==> src/hdl/abdi_pkg.sv <==
// abdi_pkg: shared types, constants, microcode table and saturation helper
// for the accel bias correct double integrator core
// no dependencies
package abdi_pkg;

  localparam int AXES      = 3;
  localparam int FRAC_BITS = 16;
  localparam int STEP_FRAC = 16;
  localparam int AXIS_W    = (AXES > 1) ? $clog2(AXES) : 1;
  localparam int PC_W      = 3;
  localparam int DATA_W    = 32;
  localparam int STEP_W    = 16;
  localparam int IDX_W     = 3;
  localparam int WIDE_W    = 66;

  localparam logic [IDX_W-1:0] REG_BIAS_X    = 3'd0;
  localparam logic [IDX_W-1:0] REG_GAIN_X    = 3'd3;
  localparam logic [IDX_W-1:0] REG_TIME_STEP = 3'd6;

  localparam logic signed [DATA_W-1:0] GAIN_RESET = 32'sd65536;
  localparam logic [STEP_W-1:0]        STEP_RESET = 16'd655;

  typedef enum logic [2:0] {
    OP_SUB,
    OP_MULG,
    OP_ACC,
    OP_MULA,
    OP_VEL,
    OP_MULV,
    OP_POS,
    OP_DONE
  } op_e;

  typedef struct packed {
    op_e  op;
    logic loop;
  } uword_t;

  typedef struct packed {
    logic              busy;
    op_e               op;
    logic [AXIS_W-1:0] axis;
    logic              finish;
  } ctrl_t;

  function automatic uword_t ucode(input logic [PC_W-1:0] pc);
    uword_t w;
    w.loop = 1'b0;
    unique case (pc)
      3'd0: w.op = OP_SUB;
      3'd1: w.op = OP_MULG;
      3'd2: w.op = OP_ACC;
      3'd3: w.op = OP_MULA;
      3'd4: w.op = OP_VEL;
      3'd5: w.op = OP_MULV;
      3'd6: begin
        w.op   = OP_POS;
        w.loop = 1'b1;
      end
      3'd7: w.op = OP_DONE;
      default: w.op = OP_DONE;
    endcase
    return w;
  endfunction

  function automatic logic signed [DATA_W-1:0] sat32(input logic signed [WIDE_W-1:0] x);
    logic signed [WIDE_W-1:0] hi;
    logic signed [WIDE_W-1:0] lo;
    hi = WIDE_W'(32'sh7fffffff);
    lo = -WIDE_W'(33'sh080000000);
    if (x > hi) begin
      return 32'sh7fffffff;
    end else if (x < lo) begin
      return 32'sh80000000;
    end else begin
      return x[DATA_W-1:0];
    end
  endfunction

endpackage

==> src/hdl/abdi_seq.sv <==
// abdi_seq: microcode sequencer, step counter, axis loop and busy flag
// depends on abdi_pkg (control word table and ctrl_t)
module abdi_seq (
  input  logic           clk_i,
  input  logic           rst_ni,
  input  logic           start_i,
  input  logic           out_free_i,
  output abdi_pkg::ctrl_t ctrl_o
);

  logic [abdi_pkg::PC_W-1:0]   pc_q, pc_d;
  logic [abdi_pkg::AXIS_W-1:0] axis_q, axis_d;
  logic                        busy_q, busy_d;
  abdi_pkg::uword_t            word;
  logic                        last_axis;

  assign word      = abdi_pkg::ucode(pc_q);
  assign last_axis = (axis_q == abdi_pkg::AXIS_W'(abdi_pkg::AXES - 1));

  always_comb begin
    pc_d   = pc_q;
    axis_d = axis_q;
    busy_d = busy_q;
    if (!busy_q) begin
      if (start_i) begin
        busy_d = 1'b1;
        pc_d   = '0;
        axis_d = '0;
      end
    end else if (word.op == abdi_pkg::OP_DONE) begin
      if (out_free_i) begin
        busy_d = 1'b0;
      end
    end else if (word.loop && !last_axis) begin
      pc_d   = '0;
      axis_d = axis_q + 1'b1;
    end else begin
      pc_d = pc_q + 1'b1;
    end
  end

  always_ff @(posedge clk_i or negedge rst_ni) begin
    if (!rst_ni) begin
      pc_q   <= '0;
      axis_q <= '0;
      busy_q <= 1'b0;
    end else begin
      pc_q   <= pc_d;
      axis_q <= axis_d;
      busy_q <= busy_d;
    end
  end

  always_comb begin
    ctrl_o.busy   = busy_q;
    ctrl_o.op     = word.op;
    ctrl_o.axis   = axis_q;
    ctrl_o.finish = busy_q && (word.op == abdi_pkg::OP_DONE) && out_free_i;
  end

endmodule

==> src/hdl/accel_bias_correct_double_integrator_core.sv <==
// accel_bias_correct_double_integrator_core: top level with config registers,
// shared multiplier datapath, integrator state and output register
// depends on abdi_pkg and abdi_seq
//
// Usage
// - input request: three raw acceleration axes (signed Q16.16), valid/ready
// - output request: corrected acceleration and integrated position per axis
// - config: cfg_we_i writes cfg_wdata_i to register cfg_index_i (0..2 bias,
//   3..5 gain, 6 time step); unknown indexes are dropped
// - per axis the sequencer runs seven steps around one 33x33 multiplier:
//   subtract, multiply by gain, saturate, multiply by step, velocity update,
//   multiply by step, position update; one more step hands off the result
// - a new request is accepted only while the sequencer is idle, that is
//   once the previous one has passed its hand-off step; the pace is set by
//   the single multiplier and the microcode loop
// - the finished result sits in an output register, so the next request is
//   taken while it waits; if it is still not taken when the next result is
//   ready, the sequencer holds on its hand-off step
// - reset clears velocity and position, restores bias 0, gain 1.0, step 655
module accel_bias_correct_double_integrator_core (
  input  logic                               clk_i,
  input  logic                               rst_ni,
  input  logic                               cfg_we_i,
  input  logic [abdi_pkg::IDX_W-1:0]         cfg_index_i,
  input  logic [abdi_pkg::DATA_W-1:0]        cfg_wdata_i,
  input  logic                               in_valid_i,
  output logic                               in_ready_o,
  input  logic signed [abdi_pkg::DATA_W-1:0] accel_in_x_i,
  input  logic signed [abdi_pkg::DATA_W-1:0] accel_in_y_i,
  input  logic signed [abdi_pkg::DATA_W-1:0] accel_in_z_i,
  output logic                               out_valid_o,
  input  logic                               out_ready_i,
  output logic signed [abdi_pkg::DATA_W-1:0] accel_out_x_o,
  output logic signed [abdi_pkg::DATA_W-1:0] accel_out_y_o,
  output logic signed [abdi_pkg::DATA_W-1:0] accel_out_z_o,
  output logic signed [abdi_pkg::DATA_W-1:0] pos_out_x_o,
  output logic signed [abdi_pkg::DATA_W-1:0] pos_out_y_o,
  output logic signed [abdi_pkg::DATA_W-1:0] pos_out_z_o
);

  localparam int W  = abdi_pkg::DATA_W;
  localparam int WW = abdi_pkg::WIDE_W;
  localparam int NA = abdi_pkg::AXES;

  abdi_pkg::ctrl_t ctrl;

  logic signed [W-1:0]           bias_q [NA];
  logic signed [W-1:0]           gain_q [NA];
  logic [abdi_pkg::STEP_W-1:0]   ts_q;
  logic signed [W-1:0]           vel_q  [NA];
  logic signed [W-1:0]           pos_q  [NA];
  logic signed [W-1:0]           in_q   [NA];
  logic signed [W-1:0]           acc_q  [NA];
  logic signed [W-1:0]           acc_out_q [NA];
  logic signed [W-1:0]           pos_out_q [NA];
  logic signed [W-1:0]           in_port [3];
  logic signed [W-1:0]           acc_port [3];
  logic signed [W-1:0]           pos_port [3];
  logic signed [W-1:0]           d_q;
  logic signed [WW-1:0]          prod_q;
  logic signed [W:0]             mul_a;
  logic signed [W:0]             mul_b;
  logic signed [WW-1:0]          prod;
  logic signed [W:0]             diff;
  logic signed [WW-1:0]          step_sh;
  logic signed [W-1:0]           sub_d, acc_d, vel_d, pos_d;
  logic                          out_valid_q;
  logic                          in_acc;
  logic [abdi_pkg::AXIS_W-1:0]   ax;

  assign in_port[0] = accel_in_x_i;
  assign in_port[1] = accel_in_y_i;
  assign in_port[2] = accel_in_z_i;

  assign in_ready_o = !ctrl.busy;
  assign in_acc     = in_valid_i && in_ready_o;
  assign ax         = ctrl.axis;

  abdi_seq u_seq (
    .clk_i      (clk_i),
    .rst_ni     (rst_ni),
    .start_i    (in_acc),
    .out_free_i (!out_valid_q || out_ready_i),
    .ctrl_o     (ctrl)
  );

  // config registers
  always_ff @(posedge clk_i or negedge rst_ni) begin
    if (!rst_ni) begin
      for (int k = 0; k < NA; k++) begin
        bias_q[k] <= '0;
        gain_q[k] <= abdi_pkg::GAIN_RESET;
      end
      ts_q <= abdi_pkg::STEP_RESET;
    end else if (cfg_we_i) begin
      for (int k = 0; k < NA; k++) begin
        if (cfg_index_i == abdi_pkg::IDX_W'(abdi_pkg::REG_BIAS_X + k)) begin
          bias_q[k] <= cfg_wdata_i;
        end
        if (cfg_index_i == abdi_pkg::IDX_W'(abdi_pkg::REG_GAIN_X + k)) begin
          gain_q[k] <= cfg_wdata_i;
        end
      end
      if (cfg_index_i == abdi_pkg::REG_TIME_STEP) begin
        ts_q <= cfg_wdata_i[abdi_pkg::STEP_W-1:0];
      end
    end
  end

  // shared multiplier operands
  always_comb begin
    mul_a = {acc_q[ax][W-1], acc_q[ax]};
    mul_b = (W+1)'({1'b0, ts_q});
    case (ctrl.op)
      abdi_pkg::OP_MULG: begin
        mul_a = {d_q[W-1], d_q};
        mul_b = {gain_q[ax][W-1], gain_q[ax]};
      end
      abdi_pkg::OP_MULV: mul_a = {vel_q[ax][W-1], vel_q[ax]};
      default: ;
    endcase
  end

  assign prod    = WW'(mul_a) * WW'(mul_b);
  assign diff    = {in_q[ax][W-1], in_q[ax]} - {bias_q[ax][W-1], bias_q[ax]};
  assign sub_d   = abdi_pkg::sat32(WW'(diff));
  assign acc_d   = abdi_pkg::sat32(prod_q >>> abdi_pkg::FRAC_BITS);
  assign step_sh = prod_q >>> abdi_pkg::STEP_FRAC;
  assign vel_d   = abdi_pkg::sat32(WW'(vel_q[ax]) + step_sh);
  assign pos_d   = abdi_pkg::sat32(WW'(pos_q[ax]) + step_sh);

  // datapath registers without reset
  always_ff @(posedge clk_i) begin
    if (in_acc) begin
      for (int k = 0; k < NA; k++) begin
        in_q[k] <= in_port[k];
      end
    end
    if (ctrl.finish) begin
      for (int k = 0; k < NA; k++) begin
        acc_out_q[k] <= acc_q[k];
        pos_out_q[k] <= pos_q[k];
      end
    end
    if (ctrl.busy) begin
      case (ctrl.op) inside
        abdi_pkg::OP_SUB: d_q <= sub_d;
        abdi_pkg::OP_MULG,
        abdi_pkg::OP_MULA,
        abdi_pkg::OP_MULV: prod_q <= prod;
        abdi_pkg::OP_ACC: acc_q[ax] <= acc_d;
        default: ;
      endcase
    end
  end

  // integrator state and output valid
  always_ff @(posedge clk_i or negedge rst_ni) begin
    if (!rst_ni) begin
      for (int k = 0; k < NA; k++) begin
        vel_q[k] <= '0;
        pos_q[k] <= '0;
      end
      out_valid_q <= 1'b0;
    end else begin
      if (ctrl.busy && ctrl.op == abdi_pkg::OP_VEL) begin
        vel_q[ax] <= vel_d;
      end
      if (ctrl.busy && ctrl.op == abdi_pkg::OP_POS) begin
        pos_q[ax] <= pos_d;
      end
      if (ctrl.finish) begin
        out_valid_q <= 1'b1;
      end else if (out_ready_i) begin
        out_valid_q <= 1'b0;
      end
    end
  end

  // inactive axes report zero
  for (genvar g = 0; g < 3; g++) begin : g_out
    if (g < NA) begin : g_on
      assign acc_port[g] = acc_out_q[g];
      assign pos_port[g] = pos_out_q[g];
    end else begin : g_off
      assign acc_port[g] = '0;
      assign pos_port[g] = '0;
    end
  end

  assign out_valid_o   = out_valid_q;
  assign accel_out_x_o = acc_port[0];
  assign accel_out_y_o = acc_port[1];
  assign accel_out_z_o = acc_port[2];
  assign pos_out_x_o   = pos_port[0];
  assign pos_out_y_o   = pos_port[1];
  assign pos_out_z_o   = pos_port[2];

  a_start_sub : assert property (@(posedge clk_i) disable iff (!rst_ni)
    in_acc |=> (ctrl.busy && ctrl.op == abdi_pkg::OP_SUB && ctrl.axis == '0))
    else $error("sequencer did not start with subtraction on first axis");

  a_valid_src : assert property (@(posedge clk_i) disable iff (!rst_ni)
    (out_valid_q && !$past(out_valid_q)) |-> $past(ctrl.finish))
    else $error("result raised without a hand-off step");

  a_zero_step : assert property (@(posedge clk_i) disable iff (!rst_ni)
    (ctrl.busy && ctrl.op == abdi_pkg::OP_MULA && ts_q == '0) |=> (prod_q == '0))
    else $error("zero time step gave nonzero product");

endmodule
==> config.mk <==
export PLATFORM = sky130hd
export DESIGN_NAME = accel_bias_correct_double_integrator_core
export DESIGN_NICKNAME = d
export VERILOG_FILES = /design/src/hdl/abdi_pkg.sv /design/src/hdl/abdi_seq.sv /design/src/hdl/accel_bias_correct_double_integrator_core.sv
export SDC_FILE = /design/constraint.sdc
export NUM_CORES = 2
export LEC_CHECK = 0
export ABC_AREA = 1
export CAP_MARGIN = 25
export CORE_MARGIN = 3
export CORE_UTILIZATION = 25
export CTS_CLUSTER_SIZE = 12
export DETAILED_ROUTE_END_ITERATION = 16
export DONT_BUFFER_PORTS = 1
export PLACE_DENSITY_LB_ADDON = 0.25
export REMOVE_ABC_BUFFERS = 1
export SLEW_MARGIN = 20
export SYNTH_ARGS = -nofsm -noshare
export SYNTH_HDL_FRONTEND = slang
export SYNTH_SLANG_ARGS = --single-unit
==> constraint.sdc <==
create_clock -name clk_i -period 10.2 [get_ports clk_i]
set_input_delay 2.04 -clock clk_i [delete_from_list [all_inputs] [get_ports clk_i]]
set_output_delay 2.04 -clock clk_i [all_outputs]
set_load 0.005 [all_outputs]
==> results.md <==
Critical path:
- The reg-to-reg setup timing slack is 330 ps.
- STA classifies the critical path startpoint as a flip-flop.
- The endpoint identified for the worst register-to-register timing path is prod_q[54]$_DFFE_PP_.
- The required time of the critical path is 10760 ps.
- Counting cells, the worst reg-to-reg path comes to 32.
- The critical path class is flip-flop to flip-flop.
- The cell with the largest stage delay on the worst path is fa_1.
- Tracing the worst setup path back leads to its startpoint at u_seq.axis_q[0]$_DFFE_PN0P_.
- In this design, the critical path's most frequently occurring cell is fa_1.
- The maximum cell stage delay along the critical path is 660 ps.
- The nature of the critical path endpoint is a flip-flop.
- The largest fanout on the critical path is 29.
- The critical path arrival is 10430 ps.
- In this run the critical register-to-register path is launched from u_seq.axis_q[0]$_DFFE_PN0P_.

Hold path:
- In this run the worst hold path is classified as flip-flop to flip-flop.
- The number of stages on the worst hold path is 0.
- The terminating pin of the worst hold path is acc_out_q[0][84]$_DFFE_PP_.
- The launch point of the worst hold path is acc_q[2][20]$_DFFE_PP_.

Die:
- The floorplan die width is 589 um.
- The floorplan step set the die height to 589 um.
- In this run the count of I/O pins placed on the die edge is 330.
- The number of rows in the core area is 213.
- The floorplan die area is 0.347 mm^2.
- The initial core utilization is 25.2%.
- The core box area is 0.338 mm^2.

Clock network:
- The TritonCTS sink count is 905.
- The total CTS buffers is 93.
- At the later pin of the worst-skew pair, clock insertion delay measures 740 ps.
- Once the clock tree was built, the resizer swapped 0 gates to a different size.
- The number of levels in the clock H-tree is 3.
- The CTS tree is built.
- The number of setup buffers added after CTS is 0.
- The clock-pin slew reported for the worst setup and hold paths after clock tree synthesis is 60 ps.
- Clock tree synthesis selected as its root buffer the cell clkbuf_16.
- The count of hold buffers inserted by post-cts repair is 0.
- The maximum number of buffers from clock root to sink is 3.

Cells and area:
- Compared with the post-synthesis result, the final layout area differs by 11.2%.
- The sequential cell area is 0.0252 mm^2.
- The post-route netlist has 7.19% of its cells at a drive strength greater than 1.
- The area used by multi-input combinational logic is 0.0515 mm^2.
- The number of nets in the layout is 11700.
- The filler cells instantiated in the layout total 36700.

Drt:
- In the routed design, unresolved DRC markers number 0.
- Dividing the detail-routed wire length by the instance count gives 21.8 um.
- The mean number of vias per cell is 4.57.
- For this block, the initial DRC count from the detailed router was 6040.
- The routed layout has 66900 vias.
- Once detail routing completed, the nets flagged for antenna violations numbered 0.
- For this run, the detailed router's first-pass iteration total came to 6.
- The post-detailed-routing wire length is 319 mm.

Placement:
- At the end of routability-driven placement, the weighted congestion stood at 0.946.
- The port buffer count is 0.
- The half-perimeter wire length after detailed placement is 255 mm.

Global route:
- The overall global routing resource usage is 18.2%.
- The number of global-route vias before repair is 67600.
- The first global-routing pass estimated 472 mm of wire.
- The pin count of the biggest net entering global routing is 408.
- The sum of overflow across all layers after global routing is 0.
- The initial antenna violation count came to 13.

STA:
- The number of setup violations in the final report is 0.
- Based on the critical path, the design can be clocked at up to 0.101 GHz.
- The final-report max-slew violation count is 0.
- The final-layout setup total negative slack is 0 ps.
- Setup repair after global routing could not meet its margin everywhere.
- The setup clock skew after layout is 79.7 ps.
- The shortest clock period the worst path allows after layout is 9870 ps.
- Headroom to the max-slew limit came out at 22.3%.
- The measured slew at the worst slew-check pin is 1150 ps.
- The portion of the clock cycle consumed by the worst path in the final layout is 96.8%.
- The final-report hold violation count is 0.

Logic synthesis:
- Counting flops with an async set or reset pin after synthesis yields a share of 45.0%.
- The number of distinct standard cells referenced by the synthesized netlist is 61.
- The synthesized netlist occupies a cell area of 0.0850 mm^2.
- The number of flip-flops and latches in the synthesized netlist is 905.
- Summing the sequential cell areas from Yosys gives 29.6% of the chip area.
- The most used flip-flop cell after synthesis is edfxtp_1.
- The average cell area after synthesis is 8.47 um^2.
- The number of warnings issued by yosys is 0.
- The cell count after synthesis is 10000.
- In this run, synthesis inferred 498 flip-flops with an integrated enable.

Status:
- The run finished with clean final reports.

Job:
- The tool flagged a number of max-cap violations equal to 0.
critical path, delay by kind of cell, from the launching register on:
kind | cells | cell delay (ps)
flip-flops | 1 | 600
AO/OA/AOI/OAI | 1 | 500
AND/OR/NAND/NOR | 12 | 2450
adder cells (fa/ha/maj) | 9 | 4540
XOR/XNOR | 1 | 230
buffers and inverters | 9 | 1360
registers in the layout (all words and copies together), names as in the netlist, 16 cells and up:
| register | count |
|---|---|
| bias_q | 96 |
| d_q | 32 |
| acc_q | 128 |
| pos_q | 96 |
| gain_q | 96 |
| vel_q | 96 |
| prod_q | 50 |
| pos_out_q | 96 |
| ts_q | 16 |
| acc_out_q | 96 |
| in_q | 96 |
through the flow:
step / utilization (%) / hold WS [ps] / cells / cell area, um^2 / setup WS [ps]
floorplan: - / 421 / 9684 / 83400 / -4650
global placement: 27.1 / 425 / 14500 / 91500 / 183
detailed placement: 27.1 / 429 / 14500 / 91500 / 231
CTS: 28.0 / 427 / 14600 / 94400 / 240
global route: 28.0 / 446 / 14600 / 94600 / -82.7
finish: 28.0 / 430 / 14600 / 94600 / 330
cells in the mapped netlist (29+ instances only):
cell type / n / area, um^2
nand2_1: 2668 / 10000
xor2_1: 94 / 823
a21oi_1: 321 / 1610
fa_1: 1124 / 22500
nor2_2: 36 / 225
nand2_2: 85 / 532
nand2_4: 53 / 597
a2bb2oi_1: 31 / 272
buf_2: 101 / 505
or2_2: 47 / 294
nand4_1: 54 / 338
xnor2_1: 47 / 412
o21ai_0: 537 / 2690
inv_2: 29 / 109
clkbuf_1: 224 / 841
inv_1: 1812 / 6800
edfxtp_1: 498 / 15000
nor3_1: 39 / 195
nor2_1: 1101 / 4130
dfrtp_1: 398 / 9960
ha_1: 353 / 4420
nand3_1: 126 / 631
layer usage:
layer | GRT usage [%] | wire length [um] | vias up
li1 | - | - | 30600
met1 | 26.7 | 150000 | 33800
met2 | 28.0 | 140000 | 2188
met3 | 3.38 | 24000 | 255
met4 | 3.06 | 5580 | 4
met5 | 0 | 27 | -
cell families (layout without fill, tap and decap cells):
| family | Yosys count | after routing | synth area share [%] |
|---|---|---|---|
| buf+inv | 2217 | 2289 | 10.1 |
| fa+ha+maj | 1477 | 1477 | 31.7 |
| other cells | 0 | 3 | 0 |
| simple gates | 4265 | 4265 | 20.5 |
| xor+xnor | 141 | 141 | 1.45 |
| compound gates | 1036 | 1036 | 6.72 |
| flops | 905 | 905 | 29.6 |
worst max-delay path by stage:
stage / slack [ps] / to / depth (start not counted)
after floorplan: -4650 / prod_q[63]$_DFFE_PP_ / 31
after global placement: 180 / prod_q[54]$_DFFE_PP_ / 39
after detailed placement: 230 / prod_q[54]$_DFFE_PP_ / 39
after CTS: 240 / prod_q[54]$_DFFE_PP_ / 31
after global routing: -80 / prod_q[54]$_DFFE_PP_ / 37
final: 330 / prod_q[54]$_DFFE_PP_ / 32
cell type report:
class | count | area share (%)
multi-input combinational | 6919 | 54.4
sequential | 905 | 26.6
inverter | 1860 | 7.43
tap | 4515 | 5.97
clock buffer | 135 | 2.74
timing repair buffer | 269 | 2.51
clock inverter | 25 | 0.308
antenna | 3 | 0.00794
layout by cell type (no fill, tap or decap), drive strengths merged, types with 47 or more instances in the layout:
cell	Yosys	layout
o21ai	550	550
nand3	132	132
or2	47	47
fa	1124	1124
nand4	55	55
buf	133	269
edfxtp	498	498
xor2	94	94
dfrtp	398	398
xnor2	47	47
ha	353	353
a21oi	324	324
nand2	2806	2806
inv	1841	1841
clkbuf	224	135
nor2	1141	1141
Power is left out: the tool's default activity adds up to more than one toggle a clock period on the data nets, which glitch-free logic cannot reach.
